File: src/rtl/ltint_pkg.sv
// shared types, widths and register codes for the line translation interval block
// no dependencies; every other file of the block imports this package
package ltint_pkg;

  // fixed point formats
  localparam int NORMAL_FRAC_BITS = 15;
  localparam int NORM_W  = 16;
  localparam int COORD_W = 32;
  localparam int TOL_W   = 31;
  localparam int TAG_W   = 16;

  // arithmetic widths: products, tolerance in product format, accumulated bounds
  localparam int PROD_W = NORM_W + 1 + COORD_W;
  localparam int EPS_W  = TOL_W + NORMAL_FRAC_BITS;
  localparam int ACC_W  = ((PROD_W > EPS_W + 1) ? PROD_W : EPS_W + 1) + 3;
  localparam int MAG_W  = ACC_W - 1;
  localparam int DIV_W  = NORM_W;

  // pipeline shape
  localparam int FRONT_STAGES = 6;
  localparam int DIV_CELLS    = MAG_W;
  localparam int BACK_STAGES  = 1;
  localparam int OUT_DEPTH    = 2;
  localparam int OUT_PTR_W    = $clog2(OUT_DEPTH);
  localparam int OUT_CNT_W    = $clog2(OUT_DEPTH + 1);
  localparam int PIPE_CAP     = FRONT_STAGES + DIV_CELLS + BACK_STAGES + OUT_DEPTH;
  localparam int PIPE_CNT_W   = $clog2(PIPE_CAP + 1);

  // configuration port
  localparam int CFG_IDX_W  = 3;
  localparam int CFG_DATA_W = 32;

  typedef enum logic [CFG_IDX_W-1:0] {
    REG_TOLERANCE = 3'd0,
    REG_X_LIMIT   = 3'd1,
    REG_BOX_Y_MIN = 3'd2,
    REG_BOX_Y_MAX = 3'd3,
    REG_BOX_Z_MIN = 3'd4,
    REG_BOX_Z_MAX = 3'd5
  } cfg_reg_t;

  typedef struct packed {
    logic        [TOL_W-1:0]   tolerance;
    logic        [TOL_W-1:0]   x_limit;
    logic signed [COORD_W-1:0] box_y_min;
    logic signed [COORD_W-1:0] box_y_max;
    logic signed [COORD_W-1:0] box_z_min;
    logic signed [COORD_W-1:0] box_z_max;
  } cfg_t;

  localparam cfg_t CFG_RESET = '{
    tolerance: 31'd6554,
    x_limit:   31'd655360,
    box_y_min: 32'sd0,
    box_y_max: 32'sd65536,
    box_z_min: 32'sd0,
    box_z_max: 32'sd65536
  };

  typedef struct packed {
    logic signed [NORM_W-1:0]  normal_x;
    logic signed [NORM_W-1:0]  normal_y;
    logic signed [NORM_W-1:0]  normal_z;
    logic signed [COORD_W-1:0] point_x;
    logic signed [COORD_W-1:0] point_y;
    logic signed [COORD_W-1:0] point_z;
    logic        [TAG_W-1:0]   line_tag;
  } in_word_t;

  typedef struct packed {
    logic             found;
    logic [TOL_W-1:0] interval_low;
    logic [TOL_W-1:0] interval_high;
    logic [TAG_W-1:0] tag_out;
  } out_word_t;

  // one restoring division in flight: partial remainder, dividend bits left, quotient so far
  typedef struct packed {
    logic [DIV_W-1:0] rem;
    logic [MAG_W-1:0] dvd;
    logic [MAG_W-1:0] quo;
  } div_lane_t;

  // word handed from cell to cell: upper bound lane, lower bound lane and side info
  typedef struct packed {
    div_lane_t        lane_u;
    div_lane_t        lane_l;
    logic [DIV_W-1:0] divisor;
    logic             nx_zero;
    logic             cmax_neg;
    logic             cmin_pos;
    logic [TAG_W-1:0] tag;
  } div_word_t;

endpackage

File: src/rtl/ltint_back.sv
// back end: rounding, clamping to [0, x_limit], emptiness test and the output buffer
// depends on ltint_pkg; takes the word leaving the last divider cell
module ltint_back (
  input  logic                 clk,
  input  logic                 rst,
  input  logic                 in_vld,
  input  ltint_pkg::div_word_t in_word,
  input  ltint_pkg::cfg_t      cfg,
  output logic                 en,
  output logic                 out_valid,
  input  logic                 out_ready,
  output ltint_pkg::out_word_t out_word
);
  import ltint_pkg::*;

  // clamp the floor quotient, round the lower quotient up
  logic             over;
  logic             rnz;
  logic             b1_vld;
  logic             ok1;
  logic [TOL_W-1:0] hi1;
  logic [MAG_W:0]   lo1;
  logic [TAG_W-1:0] tag1;

  assign over = in_word.lane_u.quo > MAG_W'(cfg.x_limit);
  assign rnz  = (in_word.lane_l.rem != '0);

  always_ff @(posedge clk) begin
    if (en) begin
      tag1 <= in_word.tag;
      if (in_word.nx_zero) begin
        ok1 <= !in_word.cmax_neg && !in_word.cmin_pos;
        hi1 <= cfg.x_limit;
        lo1 <= '0;
      end else begin
        ok1 <= !in_word.cmax_neg;
        hi1 <= over ? cfg.x_limit : in_word.lane_u.quo[TOL_W-1:0];
        lo1 <= in_word.cmin_pos ? ((MAG_W+1)'(in_word.lane_l.quo) + (MAG_W+1)'(rnz)) : '0;
      end
    end
  end

  always_ff @(posedge clk) begin
    if (rst) begin
      b1_vld <= 1'b0;
    end else if (en) begin
      b1_vld <= in_vld;
    end
  end

  // emptiness test and result word
  logic      found;
  out_word_t res;

  assign found             = ok1 && (lo1 <= (MAG_W+1)'(hi1));
  assign res.found         = found;
  assign res.interval_low  = found ? lo1[TOL_W-1:0] : '0;
  assign res.interval_high = found ? hi1 : '0;
  assign res.tag_out       = tag1;

  // output buffer: the pipeline keeps moving while a word waits here and the buffer is not full
  out_word_t            obuf [OUT_DEPTH];
  logic [OUT_PTR_W-1:0] wr_ptr, rd_ptr;
  logic [OUT_CNT_W-1:0] count;
  logic                 push, pop;

  assign push = en && b1_vld;
  assign pop  = out_valid && out_ready;

  always_ff @(posedge clk) begin
    if (push) begin
      obuf[wr_ptr] <= res;
    end
  end

  always_ff @(posedge clk) begin
    if (rst) begin
      wr_ptr <= '0;
      rd_ptr <= '0;
      count  <= '0;
    end else begin
      if (push) begin
        wr_ptr <= wr_ptr + 1'b1;
      end
      if (pop) begin
        rd_ptr <= rd_ptr + 1'b1;
      end
      count <= count + OUT_CNT_W'(push) - OUT_CNT_W'(pop);
    end
  end

  assign en        = (count != OUT_CNT_W'(OUT_DEPTH));
  assign out_valid = (count != '0);
  assign out_word  = obuf[rd_ptr];
endmodule

File: config.mk
export PLATFORM = sky130hd
export DESIGN_NAME = ltint_back
export DESIGN_NICKNAME = d
export VERILOG_FILES = /design/src/rtl/ltint_pkg.sv /design/src/rtl/ltint_back.sv
export SDC_FILE = /design/constraint.sdc
export NUM_CORES = 1
export LEC_CHECK = 0
export BUFFER_PORTS_ARGS = -buffer_cell sky130_fd_sc_hd__buf_4
export CORE_AREA = 2 2 214 216
export CTS_CLUSTER_SIZE = 8
export DETAILED_ROUTE_END_ITERATION = 10
export DIE_AREA = 0 0 216 218
export MAX_ROUTING_LAYER = met4
export SLEW_MARGIN = 10
export SYNTH_ARGS = -nofsm -noshare
export SYNTH_HDL_FRONTEND = slang
export SYNTH_SLANG_ARGS = --single-unit
File: constraint.sdc
create_clock -name clk -period 16.2 [get_ports clk]
set_clock_uncertainty 0.05 [all_clocks]
set_input_delay 0.81 -clock clk [delete_from_list [all_inputs] [get_ports clk]]
set_output_delay 0.81 -clock clk [all_outputs]
set_load 0.1 [all_outputs]
==> reports/results.tsv <==
metric	value	unit
slew-limit-headroom	34.3	%
remaining_drc_errors	0	
path_type_of_the_worst_min_delay_path	in2reg	
routed_wire_length_per_instance	19.3	µm
post_synthesis_average_cell_area	13.6	µm²
crit_path_max_fanout	21	
cell_type_group_with_the_largest_total_delay_on_the_critical_path	compound AO/OA/AOI/OAI gates	
multi_input_area	4430	µm²
num_vias	8469	
tightestPinTransition	0.976	ns
initial_utilization	28.3	%
pwr-share-clk	27.4	%
cts.sinks	264	
total_global_routing_track_utilization	15.1	%
cts.repair.resized	0	
cp_slowest_cell	sky130_fd_sc_hd__a32oi_2	
die_h	218	µm
arithmetic_cell_share_of_the_synthesized_area_counting_full_adders_half_adders_and_majority_gates	6.50	%
clock-root-buffer	sky130_fd_sc_hd__clkbuf_16	
via_per_inst	4.66	
synth_simple_gate_area_share	11.8	%
numCtsBuffers	39	
switching_power	1.10	mW
post_layout_total_power	2.66	mW
stdcell_count	1817	
outcome	complete, no violations	
route.final.wire_length	35100	µm
fraction_of_power_consumed_by_sequential_logic	35.0	%
preCtsSetupSlack	11.68	ns
row_count	78	
cts_tree	yes	
power.leakage	6.69	nW
timing.critical_path.from_type	input port	
synth-compound-area-share	3.84	%
power_density	163	nW/µm²
gp_congestion	0.844	
ys_seq_area_share	62.0	%
largest_net_degree_at_the_start_of_global_routing	64	
maximum_clock_insertion_buffer_count	3	
cpMostUsedCell	sky130_fd_sc_hd__buf_4	
grt_pass1_wl	51000	µm
depth_of_the_cts_h_tree	2	
syn-instance-count	934	
port_buffers	252	
final_report_setup_violation_count	0	
fill_cells	4375	
first_iter_violations	486	
synthArstFlopShare	0	%
timing_worst_setup_path_type	in2reg	
antenna_violations_before_repair	1	
switching_share	41.2	%
yosys_top_cell_area_share	61.0	%
post_synthesis_instance_area	12700	µm²
stdcell_area	16400	µm²
pwr-share-comb	37.6	%
yosys_warnings	0	
placed_instances	1762	
synth_xor_area_share	2.69	%
period_minus_slack	3.87	ns
synth.net_count	1465	
worst_setup_hold_path_clk_slew	0.05	ns
final_cell_mix	sky130_fd_sc_hd__buf_4, sky130_fd_sc_hd__edfxtp_1, sky130_fd_sc_hd__mux2_2	
worst-endpoint-arrival	4.11	ns
worst-endpoint-required	16.44	ns
report.final.slew_viol_count	0	
drt_pre_antenna_iters	5	
cp.buffers_inverters	3	
fmax	259	MHz
unrepaired_setup_endpoints_after_global_routing	false	
standard_cell_core_area	44900	µm²
setup-tns-final	0	ns
die_width	216	µm
design.portCount	546	
setup_ws	12.33	ns
worst_hold_slack	0.386	ns
synth_edf_count	258	
remaining_overflow_grt	0	
drive_above_1_share	32.7	%
post_cts_hold_buffer_count	0	
postLayoutCoreUtil	36.4	%
power_report.internal_total	1.56	mW
synth_cell_types	47	
post_cts_buffers	0	
ir_drop	0.111	mV
layout-area-overhead-vs-synth	28.7	%
final_hold_viol_count	0	
post_dp_cell_area	15300	µm²
cp_slowest_stage_delay	0.68	ns
synth.ff_latch_count	264	
seq_area	7870	µm²
final_min_period_over_clock_period	23.9	%
yosys-mux-area-fraction	9.83	%
grt_pass1_vias	8400	
layout_commonest_cell	sky130_fd_sc_hd__buf_4	
dominantRegCellSynth	sky130_fd_sc_hd__edfxtp_1	
crit_chain	buf_4 > inv_1 > ha_1 > nand4_1 > nor4_1 > o21ai_1 > o211ai_1 > o31ai_1 > a32oi_2 > buf_4 > mux2_1	
clock_insertion_delay_at_the_later_pin_of_the_skew_report	0.56	ns
hpwlAfterDp	25500	µm
die_area	47100	µm²
synth.top_cells.by_area	sky130_fd_sc_hd__edfxtp_1, sky130_fd_sc_hd__mux2_2, sky130_fd_sc_hd__ha_1, sky130_fd_sc_hd__and3_1, sky130_fd_sc_hd__mux2_1	
synthDominantAreaCellType	sky130_fd_sc_hd__edfxtp_1	
endpoint_kind	flop	
antenna_left	0	
cap_violations	0	
final_net_count	1734	
main_combinational_cell_family_by_area_after_synthesis	simple AND/OR/NAND/NOR gates	
cell usage after synthesis (2+ instances only):
cell type and number:
sky130_fd_sc_hd__a211oi_1 3, sky130_fd_sc_hd__a21o_1 9, sky130_fd_sc_hd__a21oi_1 37, sky130_fd_sc_hd__and2_1 4, sky130_fd_sc_hd__and3_1 67, sky130_fd_sc_hd__and4_1 4, sky130_fd_sc_hd__and4b_1 2, sky130_fd_sc_hd__buf_1 2
sky130_fd_sc_hd__buf_2 3, sky130_fd_sc_hd__buf_6 6, sky130_fd_sc_hd__clkbuf_1 20, sky130_fd_sc_hd__dfxtp_1 6, sky130_fd_sc_hd__edfxtp_1 258, sky130_fd_sc_hd__ha_1 66, sky130_fd_sc_hd__inv_1 72, sky130_fd_sc_hd__mux2_1 31
sky130_fd_sc_hd__mux2_2 79, sky130_fd_sc_hd__nand2_1 28, sky130_fd_sc_hd__nand2b_1 4, sky130_fd_sc_hd__nand3_1 26, sky130_fd_sc_hd__nand4_1 24, sky130_fd_sc_hd__nand4_2 2, sky130_fd_sc_hd__nor2_1 56, sky130_fd_sc_hd__nor2b_1 4
sky130_fd_sc_hd__nor3_1 10, sky130_fd_sc_hd__nor4_1 17, sky130_fd_sc_hd__o211ai_1 4, sky130_fd_sc_hd__o21ai_0 14, sky130_fd_sc_hd__o21ai_1 6, sky130_fd_sc_hd__or2_1 2, sky130_fd_sc_hd__or3_1 15, sky130_fd_sc_hd__xnor2_1 17
sky130_fd_sc_hd__xor2_1 22
area by class of cell:
class	instances	area share (%)
repair buffers	259	11.9
clock buffers	49	6.20
inverters	72	1.65
multi-input cells	567	27.1
flip-flops and latches	264	48.1
clock inverters	4	0.383
well taps	600	4.59
diodes	2	0.0306
kinds of logic (layout without fill, tap and decap cells):
family | after synthesis | count (layout)
buf+inv | 103 | 384
flops | 264 | 264
fa+ha+maj | 66 | 66
xor+xnor | 39 | 39
other cells | 0 | 2
simple gates | 270 | 270
compound gates | 81 | 81
mux | 111 | 111
per-layer routing:
layer	up-vias	track usage, %	part of all wire (%)
met5	-	-	0
met4	0	3.52	1.7
met3	46	3.64	6.3
met2	275	21.7	43
met1	4101	21.4	49
li1	4047	-	-
flip-flops by register name (all words and copies together) (netlist names), named ones only:
| register | count |
|---|---|
| tag1 | 16 |
| lo1 | 52 |
| obuf | 158 |
| rd_ptr | 1 |
| hi1 | 31 |
| b1_vld | 1 |
| wr_ptr | 1 |
| count | 2 |
| ok1 | 1 |
power by group through the flow:
stage	Sequential (mW)	Combinational, mW	Clock (mW)
3_5_place_dp	0.945	1.01	0
3_3_place_gp	0.941	1.00	0
6_report	0.930	0.998	0.729
2_1_floorplan	0.933	0.780	0
5_1_grt	0.942	1.05	0.778
4_1_cts	0.932	1.01	0.754
path summary, 6_finish.rpt:
path / from / endpoint / slack (ns) / cells after the start
min reg2reg: tag1[9] / obuf[0][9] / 0.39 / 0
min: in_word[3] / tag1[3] / 0.39 / 1
max: cfg[146] / hi1[24] / 12.33 / 11
max reg2reg: lo1[51] / obuf[0][58] / 13.16 / 7
worst register-to-register path, delay by kind of cell, from the launching register on:
kind | cells | cell delay [ns]
compound gates | 4 | 1.45
simple gates | 3 | 1.01
flops | 1 | 0.37
(Power assumes the default switching activity.)
