**src/rtl/ltint_pkg.sv**
```systemverilog
// shared types, widths and register codes for the line translation interval block
// no dependencies; every other file of the block imports this package
package ltint_pkg;

  // fixed point formats
  localparam int NORMAL_FRAC_BITS = 15;
  localparam int NORM_W  = 16;
  localparam int COORD_W = 32;
  localparam int TOL_W   = 31;
  localparam int TAG_W   = 16;

  // arithmetic widths: products, tolerance in product format, accumulated bounds
  localparam int PROD_W = NORM_W + 1 + COORD_W;
  localparam int EPS_W  = TOL_W + NORMAL_FRAC_BITS;
  localparam int ACC_W  = ((PROD_W > EPS_W + 1) ? PROD_W : EPS_W + 1) + 3;
  localparam int MAG_W  = ACC_W - 1;
  localparam int DIV_W  = NORM_W;

  // pipeline shape
  localparam int FRONT_STAGES = 6;
  localparam int DIV_CELLS    = MAG_W;
  localparam int BACK_STAGES  = 1;
  localparam int OUT_DEPTH    = 2;
  localparam int OUT_PTR_W    = $clog2(OUT_DEPTH);
  localparam int OUT_CNT_W    = $clog2(OUT_DEPTH + 1);
  localparam int PIPE_CAP     = FRONT_STAGES + DIV_CELLS + BACK_STAGES + OUT_DEPTH;
  localparam int PIPE_CNT_W   = $clog2(PIPE_CAP + 1);

  // configuration port
  localparam int CFG_IDX_W  = 3;
  localparam int CFG_DATA_W = 32;

  typedef enum logic [CFG_IDX_W-1:0] {
    REG_TOLERANCE = 3'd0,
    REG_X_LIMIT   = 3'd1,
    REG_BOX_Y_MIN = 3'd2,
    REG_BOX_Y_MAX = 3'd3,
    REG_BOX_Z_MIN = 3'd4,
    REG_BOX_Z_MAX = 3'd5
  } cfg_reg_t;

  typedef struct packed {
    logic        [TOL_W-1:0]   tolerance;
    logic        [TOL_W-1:0]   x_limit;
    logic signed [COORD_W-1:0] box_y_min;
    logic signed [COORD_W-1:0] box_y_max;
    logic signed [COORD_W-1:0] box_z_min;
    logic signed [COORD_W-1:0] box_z_max;
  } cfg_t;

  localparam cfg_t CFG_RESET = '{
    tolerance: 31'd6554,
    x_limit:   31'd655360,
    box_y_min: 32'sd0,
    box_y_max: 32'sd65536,
    box_z_min: 32'sd0,
    box_z_max: 32'sd65536
  };

  typedef struct packed {
    logic signed [NORM_W-1:0]  normal_x;
    logic signed [NORM_W-1:0]  normal_y;
    logic signed [NORM_W-1:0]  normal_z;
    logic signed [COORD_W-1:0] point_x;
    logic signed [COORD_W-1:0] point_y;
    logic signed [COORD_W-1:0] point_z;
    logic        [TAG_W-1:0]   line_tag;
  } in_word_t;

  typedef struct packed {
    logic             found;
    logic [TOL_W-1:0] interval_low;
    logic [TOL_W-1:0] interval_high;
    logic [TAG_W-1:0] tag_out;
  } out_word_t;

  // one restoring division in flight: partial remainder, dividend bits left, quotient so far
  typedef struct packed {
    logic [DIV_W-1:0] rem;
    logic [MAG_W-1:0] dvd;
    logic [MAG_W-1:0] quo;
  } div_lane_t;

  // word handed from cell to cell: upper bound lane, lower bound lane and side info
  typedef struct packed {
    div_lane_t        lane_u;
    div_lane_t        lane_l;
    logic [DIV_W-1:0] divisor;
    logic             nx_zero;
    logic             cmax_neg;
    logic             cmin_pos;
    logic [TAG_W-1:0] tag;
  } div_word_t;

endpackage

```
**src/rtl/ltint_regs.sv**
```systemverilog
// configuration register file: tolerance, x limit and the y-z box
// depends on ltint_pkg
module ltint_regs (
  input  logic                            clk,
  input  logic                            rst,
  input  logic                            wr_valid,
  input  logic [ltint_pkg::CFG_IDX_W-1:0] wr_index,
  input  logic [ltint_pkg::CFG_DATA_W-1:0] wr_data,
  output ltint_pkg::cfg_t                 cfg
);
  import ltint_pkg::*;

  cfg_t cfg_q;

  // register writes, unknown indexes are dropped
  always_ff @(posedge clk) begin
    if (rst) begin
      cfg_q <= CFG_RESET;
    end else if (wr_valid) begin
      case (wr_index)
        REG_TOLERANCE: cfg_q.tolerance <= wr_data[TOL_W-1:0];
        REG_X_LIMIT:   cfg_q.x_limit   <= wr_data[TOL_W-1:0];
        REG_BOX_Y_MIN: cfg_q.box_y_min <= signed'(wr_data[COORD_W-1:0]);
        REG_BOX_Y_MAX: cfg_q.box_y_max <= signed'(wr_data[COORD_W-1:0]);
        REG_BOX_Z_MIN: cfg_q.box_z_min <= signed'(wr_data[COORD_W-1:0]);
        REG_BOX_Z_MAX: cfg_q.box_z_max <= signed'(wr_data[COORD_W-1:0]);
        default: ;
      endcase
    end
  end

  assign cfg = cfg_q;
endmodule

```
**config.mk**
```make
export PLATFORM = sky130hd
export DESIGN_NAME = ltint_regs
export DESIGN_NICKNAME = d
export VERILOG_FILES = /design/src/rtl/ltint_pkg.sv /design/src/rtl/ltint_regs.sv
export SDC_FILE = /design/constraint.sdc
export NUM_CORES = 1
export LEC_CHECK = 0
export BUFFER_PORTS_ARGS = -buffer_cell sky130_fd_sc_hd__buf_2
export CORE_MARGIN = 3
export CORE_UTILIZATION = 46
export DETAILED_ROUTE_END_ITERATION = 6
export GPL_TIMING_DRIVEN = 0
export PLACE_DENSITY = 0.85
export SLEW_MARGIN = 20
export SYNTH_ARGS = -nofsm -noshare
export SYNTH_HDL_FRONTEND = slang
export SYNTH_SLANG_ARGS = --single-unit
```
**constraint.sdc**
```tcl
create_clock -name clk -period 1.3 [get_ports clk]
set_input_delay 0.065 -clock clk [delete_from_list [all_inputs] [get_ports clk]]
set_output_delay 0.065 -clock clk [all_outputs]
set_load 0.01 [all_outputs]
```
==> metrics.txt, run 1 <==
FMAX around 0.83 GHz; number of synthesis warnings 0; placed cell area 8810 um^2; Synth Net Count 709; Post-CTS Setup Bufs 0; delay-heaviest family, CP buffers and inverters; HP Start wr_data[5]; hold_ws ~17 ps; final period utilization 92.4%; Fin. Hold Viols 0; critical path type input port to register; PD cells between 1000 and 1500 nW/um^2; CP required 1600 ps; sw power 2860 uW; P&R area growth vs syn 28.6%; CTS H-tree lvls 4; Sw Ratio between 20% and 30%; CP max stage delay around 630 ps; initial antenna violation count 1; worst hold path depth 3; Core Util, Final approximately three fifths; CP endpoint kind register; gr usage total between 20% and 30%; clock sink total between 150 and 200; most common cell after layout, fill and taps aside buf_2; Die H ~130 um; Routed Antenna Nets 0; Final Power between 10000 and 15000 uW; cts bufs inserted 17; routed vias approximately 5700; setup TNS 0 ps; leak pwr approximately 0.005 uW; first-pass GRT wire length 32.5 mm; synth unique cells 14; synthesis-stage register bit count 190; R2R Path Start cfg[171]; Critical Path Source Type input port; clock share of power between 40% and 50%; CP max-delay cell clkbuf_1; final WL 20.9 mm; number of max-cap violations 0; worst hold path class input port to register; cell area after synthesis 7440 um^2; crit-path most repeated cell clkbuf_1; max-slew violations 0; pin count of the biggest net entering global routing 17; Synth area leader dfxtp_1; Setup-failing EPs final 0; most frequent cells in the layout buf_2, nand2b_1, mux2i_1, dfxtp_1, clkbuf_1; nets@finish between 900 and 1000; CTS max path bufs 2; root buffer cell clkbuf_16; DRT Pass-1 Iters 4; vias in the first global route approximately 5600; Arrival @ worst endpoint around 1500 ps; I/O pin count 228; Starting Density around 48%; max FFs per register 190; status finished clean; Worst slew margin just under 50%; Period minus WS final 1200 ps; Area contributors post-synth dfxtp_1, mux2i_1, nand2b_1, clkbuf_1, buf_2; TritonCTS clock tree done; worst path cell trace clkbuf_1 > clkbuf_1 > nand2b_1 > mux2i_1; die width approximately 130 um; clock latency on the worst-skew pair 430 ps; RSZ-0062 raised after global routing no; gr ovfl total 0; CP Buf/Inv Count 2; core box area about 15000 um^2; final instance area between 9000 and 10000 um^2; share of cells above drive strength 1 around 30%; DR DRC count 0; Worst Tran Pin Value 764 ps; Worst R2R Path Depth 2; WL/cell 18.2 um; Critical Path Fanout Max 10; GP Congestion a little over 0.8; sequential element share of the synthesized area about half; Clk pin slew, worst setup/hold paths 70 ps; Yosys top cell area share between 50% and 60%; port bufs 222; part of the power in combinational logic between 7 and 8%; Vias/cell 4.97; mean post-synth cell area ~11 um^2; Initial DRC Count approximately 170; Die Area ~18000 um^2; reg2reg end cfg[171]; Hold Path Sink cfg[37]; VDD IR max 0.862 mV; Clock Skew 0 ps; Core Rows between 40 and 50; Synth Instances between 600 and 700; R2R Setup Slk roughly 660 ps; dpl hpwl 15.0 mm; power share of the sequential group a little under half; Int Pwr 9750 uW
[cell families (layout without fill, tap and decap cells)]
family | Yosys count | count (layout) | share of synthesized area, %
and+or+nand+nor | 241 | 241 | 20.1
other | 0 | 1 | 0
DFF | 190 | 190 | 51.1
buffers and inverters | 50 | 314 | 3.20
muxes | 190 | 190 | 25.6
[Yosys cell counts]
| library cell | n |
|---|---|
| clkbuf_1 | 27 |
| buf_4 | 1 |
| buf_6 | 3 |
| buf_2 | 19 |
| and4bb_1 | 1 |
| mux2i_1 | 190 |
| or4b_4 | 1 |
| nand2b_1 | 211 |
| dfxtp_1 | 190 |
| nor4b_1 | 1 |
| nand4b_1 | 2 |
| nand4bb_1 | 3 |
| nor2_1 | 21 |
| nor4bb_1 | 1 |
[worst max-delay path by stage]
stage | end | slack [ps] | startpoint | cells after the start
finish | cfg[168] | 100 | rst | 4
global route | cfg[146] | 20 | rst | 5
CTS | cfg[120] | 110 | rst | 5
detailed placement | cfg[9] | -330 | rst | 4
global placement | cfg[168] | -320 | rst | 4
floorplan | cfg[189] | 80 | wr_index[0] | 5
[routing by layer]
metal | vias up | track usage [%] | routed length [um]
met5 | - | 0 | 0
met4 | 0 | 7.14 | 395
met3 | 28 | 6.80 | 1490
met2 | 224 | 38.4 | 9790
met1 | 2716 | 30.4 | 9210
li1 | 2733 | - | -
[worst min-delay path: stages]
cell      delay [ps]
buf_2             70
nand2b_1         120
mux2i_1          140
[power groups by stage]
stage / logic (uW) / registers, uW / clock network, uW
global route: 1010 / 6030 / 5960
global placement: 904 / 6140 / 0
floorplan: 477 / 6200 / 0
CTS: 942 / 6010 / 5750
detailed placement: 915 / 6150 / 0
finish: 934 / 6020 / 5660
[stage by stage]
step	setup WS, ps	cells
2_1_floorplan	83.3	671
3_3_place_gp	-322	1104
3_5_place_dp	-333	1104
4_1_cts	107	1146
5_1_grt	19.3	1147
6_report	98.5	1147
[timing repair]
item | CTS | global route
hold endpoints to repair | 11 | 0
hold buffers | 10 | 0
resized for setup | 0 | 0
[final cells by class]
type / instances / area, um^2
Antenna cell: 1 / 2.50
Buffer: 50 / 238
Clock buffer: 20 / 467
Clock inverter: 12 / 181
Fill cell: 1279 / 5920
Multi-Input combinational cell: 431 / 3400
Sequential cell: 190 / 3800
Tap cell: 211 / 264
Timing Repair Buffer: 232 / 1210
(Power assumes the default switching activity.)
==> run 2: changes to the inputs <==
--- a/config.mk
+++ b/config.mk
@@ -11,6 +11,7 @@
 export DETAILED_ROUTE_END_ITERATION = 6
 export GPL_TIMING_DRIVEN = 0
 export PLACE_DENSITY = 0.85
+export REMOVE_ABC_BUFFERS = 1
 export SLEW_MARGIN = 20
 export SYNTH_ARGS = -nofsm -noshare
 export SYNTH_HDL_FRONTEND = slang
==> run 2 against run 1 <==
Sequential cell count did not move. Clock skew did not move. Non-clock buffer count fell by 26. Maximum frequency rose by 7.2%. Sequential share of layout area fell by 0.21 points. Cell count fell by 2.4%. Design area rose by 0.52%. Global-route usage fell by 3.8 points. First-iteration DRC count rose by 29%. Critical path type unchanged. Largest cell class unchanged.
==> metrics.txt, run 2 (same netlist as run 1, synthesis figures left out) <==
I/O pin count 228 (unchanged); TritonCTS clock tree done; Critical Path Source Type input port; DR DRC count 0 (unchanged); Die H 133 um (unchanged); clock sink total 190 (unchanged); max-slew violations 0 (unchanged); gr usage total 19.8% (-3.8 points); max layer used met4; CTS H-tree lvls 4 (unchanged); gr ovfl total 0 (unchanged); P&R area growth vs syn 29.3%; most frequent cells in the layout buf_2, nand2b_1, mux2i_1, dfxtp_1, nor2_1; GP Congestion 0.760 (-6.0%); Clk pin slew, worst setup/hold paths 70 ps (about the same); CP endpoint kind register; leak pwr 0.00504 uW (+0.46%); Core Rows 45 (unchanged); number of max-cap violations 0 (unchanged); Setup-failing EPs final 0 (unchanged); Arrival @ worst endpoint 1480 ps (-20 ps); Fin. Hold Viols 0 (unchanged); FMAX 0.892 GHz (+7.2%); Clock Skew 0 ps (unchanged); first-pass GRT wire length 28.3 mm (-13%); share of cells above drive strength 1 31.0% (+1.3 points); n_diodes 0 (-1); status finished clean; pin count of the biggest net entering global routing 123 (+106); port bufs 227 (+2.3%); PD cells 1280 nW/um^2 (-3.0%); Starting Density 48.0% (unchanged); nets@finish 934 (-2.7%); setup TNS 0 ps (unchanged); routed wl met2 8.83 mm (-9.8%); clock latency on the worst-skew pair 420 ps (about the same); hold_ws 18.5 ps (+1.49 ps); Die Area 17700 um^2 (unchanged); root buffer cell clkbuf_16; WL met1 7.86 mm (-15%); Worst slew margin 55.8% (+6.7 points); CTS max path bufs 2 (unchanged); max FFs per register 190 (unchanged); cts bufs inserted 17 (unchanged); dpl hpwl 12.3 mm (-18%); worst hold path class input port to register; most common cell after layout, fill and taps aside buf_2; die width 133 um (unchanged); routed vias 5391 (-5.4%); critical path type input port to register; vias in the first global route 5281 (-6.3%); initial antenna violation count 0 (-1); Vias/cell 4.81 (-3.2%); VDD IR max 1.00 mV (+17%); Initial DRC Count 224 (+29%); Worst Tran Pin Value 663 ps (-100 ps); DRT Pass-1 Iters 4 (unchanged); RSZ-0062 raised after global routing no; Critical Path Fanout Max 9 (-1); final WL 17.9 mm (-14%); WL met3 1.02 mm (-32%); Period minus WS final 1120 ps (-80.8 ps); CP required 1660 ps (+60 ps); final period utilization 86.2% (-6.2 points); WL/cell 16.0 um (-12%); Routed Antenna Nets 0 (unchanged); core box area 15500 um^2 (unchanged)
-- run 2: cell types whose count changed in the layout (fill, tap and decap cells not counted), moves of 3 or more --
| cell | before | now |
|---|---|---|
| buf_2 | 241 | 227 |
| buf_4 | 1 | 5 |
| buf_6 | 3 | 8 |
| clkbuf_1 | 27 | 1 |
| clkbuf_8 | 3 | 0 |
| clkinv_4 | 3 | 0 |
| clkinvlp_4 | 1 | 5 |
| nand4bb_1 | 3 | 0 |
-- run 2: worst max-delay path, stage by stage --
cell	delay [ps]
buf_2	180
nor4b_4	360
buf_4	270
buf_4	190
buf_2	200
mux2i_1	190
-- run 2: metrics by stage --
stage	power, uW	setup WS, ps	cell area, um^2	instances	utilization [%]
after detailed placement	7010	-745	8860	1076	57.3
after floorplan	6610	-2040	7200	621	-
after global routing	12700	83.1	9610	1120	62.1
after global placement	7000	-4230	8600	1059	55.5
after CTS	12400	57.0	9610	1121	62.1
final	12300	179	9610	1120	62.1
-- run 2: per-layer routing --
| layer | track usage (%) | vias up |
|---|---|---|
| li1 | - | 2669 |
| met1 | 24.5 | 2566 |
| met2 | 33.7 | 143 |
| met3 | 5.55 | 13 |
| met4 | 5.71 | 0 |
| met5 | 0 | - |
-- run 2: layout make-up --
class / count / area (um^2)
timing repair buffer: 256 / 1470
multi-input combinational: 431 / 3460
clock inverter: 14 / 181
fill: 1252 / 5870
sequential: 190 / 3800
clock buffer: 18 / 429
tap: 211 / 264
-- run 2: worst paths after layout --
kind / startpoint / to / slack, ps / cells past startpoint
setup / recovery: wr_index[1] / cfg[162] / 180 / 6
hold / removal: wr_data[13] / cfg[77] / 20 / 3
setup reg to reg: cfg[138] / cfg[138] / 630 / 2
hold reg to reg: cfg[151] / cfg[151] / 470 / 2
-- run 2: report_power, final --
part	leakage (uW)	internal (uW)	switching (uW)	total [uW]
Clock	0.000283	3070	2310	5380
Combinational	0.00322	431	469	899
Sequential	0.00154	5950	65.6	6010
-- run 2: timing repair --
action	in CTS	in global routing
hold buffers	11	0
pin swaps	1	1
gates resized for setup	3	1
hold endpoints to repair	15	0
setup endpoints to repair	26	5
setup buffers	2	0
