File: src/rtl/ltint_pkg.sv
// shared types, widths and register codes for the line translation interval block
// no dependencies; every other file of the block imports this package
package ltint_pkg;

  // fixed point formats
  localparam int NORMAL_FRAC_BITS = 15;
  localparam int NORM_W  = 16;
  localparam int COORD_W = 32;
  localparam int TOL_W   = 31;
  localparam int TAG_W   = 16;

  // arithmetic widths: products, tolerance in product format, accumulated bounds
  localparam int PROD_W = NORM_W + 1 + COORD_W;
  localparam int EPS_W  = TOL_W + NORMAL_FRAC_BITS;
  localparam int ACC_W  = ((PROD_W > EPS_W + 1) ? PROD_W : EPS_W + 1) + 3;
  localparam int MAG_W  = ACC_W - 1;
  localparam int DIV_W  = NORM_W;

  // pipeline shape
  localparam int FRONT_STAGES = 6;
  localparam int DIV_CELLS    = MAG_W;
  localparam int BACK_STAGES  = 1;
  localparam int OUT_DEPTH    = 2;
  localparam int OUT_PTR_W    = $clog2(OUT_DEPTH);
  localparam int OUT_CNT_W    = $clog2(OUT_DEPTH + 1);
  localparam int PIPE_CAP     = FRONT_STAGES + DIV_CELLS + BACK_STAGES + OUT_DEPTH;
  localparam int PIPE_CNT_W   = $clog2(PIPE_CAP + 1);

  // configuration port
  localparam int CFG_IDX_W  = 3;
  localparam int CFG_DATA_W = 32;

  typedef enum logic [CFG_IDX_W-1:0] {
    REG_TOLERANCE = 3'd0,
    REG_X_LIMIT   = 3'd1,
    REG_BOX_Y_MIN = 3'd2,
    REG_BOX_Y_MAX = 3'd3,
    REG_BOX_Z_MIN = 3'd4,
    REG_BOX_Z_MAX = 3'd5
  } cfg_reg_t;

  typedef struct packed {
    logic        [TOL_W-1:0]   tolerance;
    logic        [TOL_W-1:0]   x_limit;
    logic signed [COORD_W-1:0] box_y_min;
    logic signed [COORD_W-1:0] box_y_max;
    logic signed [COORD_W-1:0] box_z_min;
    logic signed [COORD_W-1:0] box_z_max;
  } cfg_t;

  localparam cfg_t CFG_RESET = '{
    tolerance: 31'd6554,
    x_limit:   31'd655360,
    box_y_min: 32'sd0,
    box_y_max: 32'sd65536,
    box_z_min: 32'sd0,
    box_z_max: 32'sd65536
  };

  typedef struct packed {
    logic signed [NORM_W-1:0]  normal_x;
    logic signed [NORM_W-1:0]  normal_y;
    logic signed [NORM_W-1:0]  normal_z;
    logic signed [COORD_W-1:0] point_x;
    logic signed [COORD_W-1:0] point_y;
    logic signed [COORD_W-1:0] point_z;
    logic        [TAG_W-1:0]   line_tag;
  } in_word_t;

  typedef struct packed {
    logic             found;
    logic [TOL_W-1:0] interval_low;
    logic [TOL_W-1:0] interval_high;
    logic [TAG_W-1:0] tag_out;
  } out_word_t;

  // one restoring division in flight: partial remainder, dividend bits left, quotient so far
  typedef struct packed {
    logic [DIV_W-1:0] rem;
    logic [MAG_W-1:0] dvd;
    logic [MAG_W-1:0] quo;
  } div_lane_t;

  // word handed from cell to cell: upper bound lane, lower bound lane and side info
  typedef struct packed {
    div_lane_t        lane_u;
    div_lane_t        lane_l;
    logic [DIV_W-1:0] divisor;
    logic             nx_zero;
    logic             cmax_neg;
    logic             cmin_pos;
    logic [TAG_W-1:0] tag;
  } div_word_t;

endpackage

File: src/rtl/ltint_div_cell.sv
// one divider cell: a restoring step for both bounds, one quotient bit each
// depends on ltint_pkg; cells are chained in the top level
module ltint_div_cell (
  input  logic                 clk,
  input  logic                 rst,
  input  logic                 en,
  input  logic                 vld_in,
  input  ltint_pkg::div_word_t word_in,
  output logic                 vld_out,
  output ltint_pkg::div_word_t word_out
);
  import ltint_pkg::*;

  function automatic div_lane_t div_step(input div_lane_t ln, input logic [DIV_W-1:0] d);
    logic [DIV_W:0] sh;
    logic [DIV_W:0] diff;
    logic           ge;
    div_lane_t      r;
    sh    = {ln.rem, ln.dvd[MAG_W-1]};
    ge    = (sh >= {1'b0, d});
    diff  = sh - {1'b0, d};
    r.rem = ge ? diff[DIV_W-1:0] : sh[DIV_W-1:0];
    r.dvd = {ln.dvd[MAG_W-2:0], 1'b0};
    r.quo = {ln.quo[MAG_W-2:0], ge};
    return r;
  endfunction

  div_word_t word_next;
  div_word_t word_q;
  logic      vld_q;

  // side info passes through, each lane gains its next quotient bit
  always_comb begin
    word_next        = word_in;
    word_next.lane_u = div_step(word_in.lane_u, word_in.divisor);
    word_next.lane_l = div_step(word_in.lane_l, word_in.divisor);
  end

  // payload moves on to the next cell
  always_ff @(posedge clk) begin
    if (en) begin
      word_q <= word_next;
    end
  end

  always_ff @(posedge clk) begin
    if (rst) begin
      vld_q <= 1'b0;
    end else if (en) begin
      vld_q <= vld_in;
    end
  end

  assign vld_out  = vld_q;
  assign word_out = word_q;
endmodule

File: config.mk
export PLATFORM = sky130hd
export DESIGN_NAME = ltint_div_cell
export DESIGN_NICKNAME = d
export VERILOG_FILES = /design/src/rtl/ltint_pkg.sv /design/src/rtl/ltint_div_cell.sv
export SDC_FILE = /design/constraint.sdc
export NUM_CORES = 1
export LEC_CHECK = 0
export BUFFER_PORTS_ARGS = -buffer_cell sky130_fd_sc_hd__buf_4
export CORE_AREA = 3 3 214 216
export CTS_CLUSTER_SIZE = 24
export DETAILED_ROUTE_END_ITERATION = 6
export DIE_AREA = 0 0 217 219
export SKIP_CTS_REPAIR_TIMING = 1
export SYNTH_ARGS = -nofsm -noshare
export SYNTH_HDL_FRONTEND = slang
export SYNTH_SLANG_ARGS = --single-unit
File: constraint.sdc
create_clock -name clk -period 5.75 [get_ports clk]
set_input_delay 0.8625 -clock clk [delete_from_list [all_inputs] [get_ports clk]]
set_output_delay 0.8625 -clock clk [all_outputs]
set_load 0.1 [all_outputs]
==> impl_metrics.py, run 1 <==
metrics = {
    "synth": {
        "synth_flop_cell": "edfxtp_1",
        "synth_top_area_cell": "edfxtp_1",
        "async_flop_share_pct": 0,
        "synth_edf_count": 269,
        "synth_top_area_share_pct": 78.0,
        "ys_types": 68,
        "netlist_top_cells_count": "edfxtp_1 (269), ha_1 (32), nand2_1 (29), inv_1 (22), o21ai_0 (22)",
        "syn_inst": 585,
        "avgSynthCellArea_sq_um": 17.7,
        "yosys_register_bits": 270,
        "yosysMostFrequentCell": "edfxtp_1",
        "yosysSeqAreaShare_pct": 78.2,
        "synth_area_leaders": "edfxtp_1 (78%), ha_1 (3.9%), o21ai_0 (1.1%)",
        "netlist_area_sq_um": 10400,
        "ys.warnings.count": 0,
    },
    "layout": {
        "fillCellCount": 4263,
        "antenna_cells": 0,
        "drive_above_1_share_pct": 53.3,
        "final_nets": 1462,
        "area_growth_pct": 57.0,
        "finalNonFillerCells": 1771,
    },
    "worst_setup_path": {
        "crit_required_ns": 6.01,
        "critPathKind": "in -> reg",
        "cp_max_fo": 17,
        "worst_ep_arrival_time_ns": 3.61,
        "startpoint_type": "input port",
        "worst_setup_path_end_kind": "register",
        "crit_path_start": "word_in[33]",
        "r2r_start": "vld_out",
    },
    "clock_tree": {
        "insertion_delay_ns": 0.51,
        "path_clk_slew_ns": 0.06,
        "root_buffer": "clkbuf_16",
        "cts_tree": "yes",
        "cts_max_path_buffers": 3,
        "cts.sink_count": 270,
        "cts_buffers": 34,
        "htree_levels": 2,
    },
    "place": {
        "place_inst": 1709,
        "dp_hpwl_um": 30500,
        "numPortBuffers": 542,
        "place.gp.congestion": 0.824,
    },
    "global_route": {
        "grt_pass1_wl_um": 51800,
        "grt_use_total_pct": 15.1,
        "antenna_found_initial": 5,
        "grt-ovfl-total": 0,
        "grt_pass1_vias": 7491,
        "grt_max_degree": 118,
    },
    "route": {
        "drtIter0Drc": 429,
        "vias": 7483,
        "drcViolationCount": 0,
        "viasPerCell": 4.23,
        "antenna_left": 0,
        "wl_per_cell_um": 21.7,
        "dr.pass1.iters": 4,
        "wirelength_um": 38300,
    },
    "flow_run": {
        "cap_viol_max_count": 0,
    },
    "power": {
        "powerDensity_nw_per_um2": 406,
        "vdd_drop_max_mv": 0.247,
        "leakage_nw": 6.83,
    },
    "floorplan": {
        "start_util_pct": 23.5,
        "die_x_um": 217,
        "ioPinCount": 547,
        "core_area_sq_um": 44100,
        "die-area_sq_um": 47500,
        "num_rows": 77,
        "die_y_um": 219,
    },
    "timing": {
        "rsz0062_at_grt": "no",
        "report.final.slew_viol_count": 0,
        "period_share_pct": 58.3,
        "worst_pin_slew_ns": 0.923,
        "final-hold-violation-count": 0,
        "setup_viol": 0,
        "fin_tns_setup_ns": 0,
        "slew_headroom_pct": 38.5,
        "fmax_mhz": 299,
        "period_needed_ns": 3.35,
        "clock_skew_ns": 0,
    },
    "run_status": {
        "status": "complete, no violations",
    },
    "min_path": {
        "worstHoldStart": "word_in[95]",
        "hp-class": "in -> reg",
    },
}
[logic make-up after synthesis]
family                     Yosys count  share of synthesized area (%)
other                                1                         0.0362
xor gates and xnor gates            18                           1.52
buffers and inverters               37                           1.75
AOI/OAI and AO/OA                  111                           7.57
adders and majority gates           34                           4.25
and+or+nand+nor                     99                           4.99
muxes                               15                           1.69
DFF                                270                           78.2
[path summary, 6_finish.rpt]
path,to,slack (ns),cells after the start
worst min register to register,vld_out,0.53,2
worst max-delay path,word_out[258],2.40,8
worst min-delay path,word_out[96],0.51,1
worst max register to register,vld_out,5.15,2
[stage by stage]
stage,util [%],setup WS [ns],area (sq um),total power [mW],hold slack [ns]
after floorplan,-,2.73,10400,3.93,0.935
after detailed placement,34.3,1.87,15100,4.49,0.518
after global placement,34.3,1.90,15100,4.49,0.489
after CTS,36.9,2.42,16300,6.70,0.460
after global routing,36.9,2.30,16300,6.84,0.470
final,36.9,2.40,16300,6.61,0.506
[layout make-up]
class                   count  area (sq um)  share of cell area, %
clock inverters            20           234                   1.44
flip-flops and latches    270          8100                   49.8
multi-input cells         279          2080                   12.8
inverters                  23          86.3                  0.531
clock buffers              42           912                   5.61
repair buffers            545          4110                   25.3
well taps                 592           741                   4.55
[flip-flops by register name, indices dropped and copies added, names as in the netlist]
name      cells
word_out    269
vld_out       1
[where the power goes]
group | total, mW | internal (mW) | switching [mW]
clock | 2.16 | 1.32 | 0.842
combinational | 2.02 | 0.440 | 1.58
sequential | 2.42 | 2.37 | 0.0495
total | 6.61 | 4.13 | 2.47
[worst max-delay path, stage by stage]
cell	delay, ns
buf_4	0.08
inv_1	0.07
ha_1	0.43
a21o_1	0.22
a211o_1	0.31
a31oi_1	0.39
o21a_1	0.80
mux2_2	0.42
[metal layers]
metal	vias up	track usage (%)	wire, um
met5	-	0	51
li1	3439	-	-
met3	60	6.15	3730
met1	3639	16.4	13700
met2	337	26.2	19400
met4	8	6.24	1440
[cell usage in the layout (no fill, tap or decap), drive strengths merged, types with 3 or more instances in the layout]
cell / netlist / routed
a211o: 3 / 3
a211oi: 3 / 3
a21o: 13 / 13
a21oi: 23 / 23
a31oi: 10 / 10
and3: 7 / 7
buf: 9 / 545
bufinv: 0 / 4
clkbuf: 5 / 42
clkinv: 0 / 12
edfxtp: 269 / 269
ha: 32 / 32
inv: 23 / 25
mux2: 11 / 11
mux2i: 4 / 4
nand2: 29 / 29
nand2b: 7 / 7
nand3: 8 / 8
nand4: 7 / 7
nor2: 12 / 12
nor2b: 3 / 3
nor3: 10 / 10
o211ai: 5 / 5
o21a: 7 / 7
o21ai: 25 / 25
o21bai: 3 / 3
o31ai: 4 / 4
o41ai: 5 / 5
or3: 4 / 4
xnor2: 10 / 10
xor2: 8 / 8
No activity file was read; power rests on OpenSTA's default activity.
==> run 2: changes to the inputs <==
==> constraint.sdc (replaced) <==
create_clock -name clk -period 2.9 [get_ports clk]
set_input_delay 0.435 -clock clk [delete_from_list [all_inputs] [get_ports clk]]
set_output_delay 0.435 -clock clk [all_outputs]
set_load 0.1 [all_outputs]
==> impl_metrics.py, run 2 (synthesis results as in run 1) <==
metrics = {
    "global_route": {
        "grt_pass1_vias": 7643,
        "grt-ovfl-total": 0,
        "grt_pass1_wl_um": 52200,
        "antenna_found_initial": 5,
        "grt_max_degree": 69,
        "grt_use_total_pct": 15.0,
    },
    "clock_tree": {
        "cts.sink_count": 270,
        "cts_max_path_buffers": 3,
        "htree_levels": 1,
        "cts_tree": "yes",
        "insertion_delay_ns": 0.58,
        "path_clk_slew_ns": 0.07,
        "cts_buffers": 30,
        "root_buffer": "clkbuf_16",
    },
    "timing": {
        "setup_viol": 0,
        "clock_skew_ns": 0,
        "period_needed_ns": 2.59,
        "whs_ns": 0.0233,
        "period_share_pct": 89.5,
        "rsz0062_at_grt": "no",
        "fin_tns_setup_ns": 0,
        "final-hold-violation-count": 0,
        "setup_ws_ns": 0.306,
        "slew_headroom_pct": 65.4,
        "worst_pin_slew_ns": 0.514,
        "fmax_mhz": 385,
        "report.final.slew_viol_count": 0,
    },
    "layout": {
        "largest_register_ffs": 269,
        "fillCellCount": 4206,
        "layout_common_cells": "buf_4 (560), edfxtp_1 (269), dlygate4sd3_1 (96)",
        "register_area_sq_um": 8100,
        "area_growth_pct": 66.3,
        "drive_above_1_share_pct": 49.7,
        "multi_input_area_sq_um": 2080,
        "final_common_cell": "buf_4",
        "final_nets": 1572,
    },
    "route": {
        "vias": 7939,
        "wl_per_cell_um": 21.1,
        "viasPerCell": 4.22,
        "dr.pass1.iters": 4,
        "wirelength_um": 39700,
        "drtIter0Drc": 385,
        "drcViolationCount": 0,
        "antenna_left": 0,
    },
    "flow_run": {
        "cap_viol_max_count": 0,
    },
    "worst_setup_path": {
        "crit_family": "buffers and inverters",
        "cp_max_fo": 8,
        "path_cells": "dlygate4sd3_1 -> buf_4 -> inv_1 -> ha_1 -> buf_4 -> nand2_1 -> o21ai_2 -> o21bai_2 -> a211oi_4 -> inv_2 -> mux2_1",
        "max_stage_delay_ns": 0.54,
        "crit_top_cell": "buf_4",
        "worst_setup_path_end_kind": "register",
        "reg2reg_slack_ns": 2.29,
        "crit_required_ns": 3.24,
        "critPathKind": "in -> reg",
        "path_buf_inv": 5,
        "worst_ep_arrival_time_ns": 2.93,
        "crit_slowest_cell": "dlygate4sd3_1",
        "startpoint_type": "input port",
    },
    "floorplan": {
        "die_y_um": 219,
        "die-area_sq_um": 47500,
        "core_area_sq_um": 44100,
        "die_x_um": 217,
        "ioPinCount": 547,
        "num_rows": 77,
        "start_util_pct": 23.5,
    },
    "place": {
        "numPortBuffers": 542,
        "dp_hpwl_um": 31000,
        "dp_slack_ns": 0.0263,
        "place.gp.congestion": 0.840,
    },
    "power": {
        "power_mw": 12.8,
        "vdd_drop_max_mv": 0.435,
        "powerDensity_nw_per_um2": 742,
        "leakage_nw": 7.24,
    },
    "run_status": {
        "status": "complete, no violations",
    },
    "min_path": {
        "hp-class": "in -> reg",
    },
}
[run 2: metrics by stage]
stage / std cells / utilization (%) / cell area [sq um]
3_5_place_dp: 1727 / 34.6 / 15300
4_1_cts: 1782 / 36.8 / 16300
6_report: 1880 / 39.0 / 17200
5_1_grt: 1880 / 39.0 / 17200
2_1_floorplan: 586 / - / 10400
3_3_place_gp: 1727 / 34.6 / 15300
[run 2: worst paths after layout]
| kind | start | endpoint | cells after the start |
|---|---|---|---|
| max reg2reg | vld_out | vld_out | 2 |
| max | word_in[30] | word_out[147] | 11 |
| min | word_in[91] | word_out[92] | 1 |
| min reg2reg | vld_out | vld_out | 2 |
[run 2: power by group]
part	internal [mW]	leakage, nW	switching (mW)
Clock	2.18	0.466	1.65
Combinational	0.983	4.13	3.17
Sequential	4.70	2.64	0.103
[run 2: area by class of cell]
type                            instances  area share [%]
Clock inverter                         20            1.27
Antenna cell                            2          0.0291
Sequential cell                       270            47.0
Clock buffer                           35            4.47
Inverter                               23           0.501
Timing Repair Buffer                  659            30.3
Multi-Input combinational cell        279            12.1
Tap cell                              592            4.30
[run 2: layer usage]
| layer | global-route usage, % | vias up | routed length (um) |
|---|---|---|---|
| met3 | 6.18 | 65 | 3670 |
| met5 | 0 | - | 38 |
| li1 | - | 3646 | - |
| met2 | 27.1 | 341 | 20700 |
| met4 | 4.24 | 6 | 1160 |
| met1 | 16.1 | 3881 | 14200 |
[run 2: worst register-to-register path: cells and delay by family (launching register included)]
kind	cells	cell delay, ns
muxes	1	0.14
and+or+nand+nor	1	0.05
DFF	1	0.31
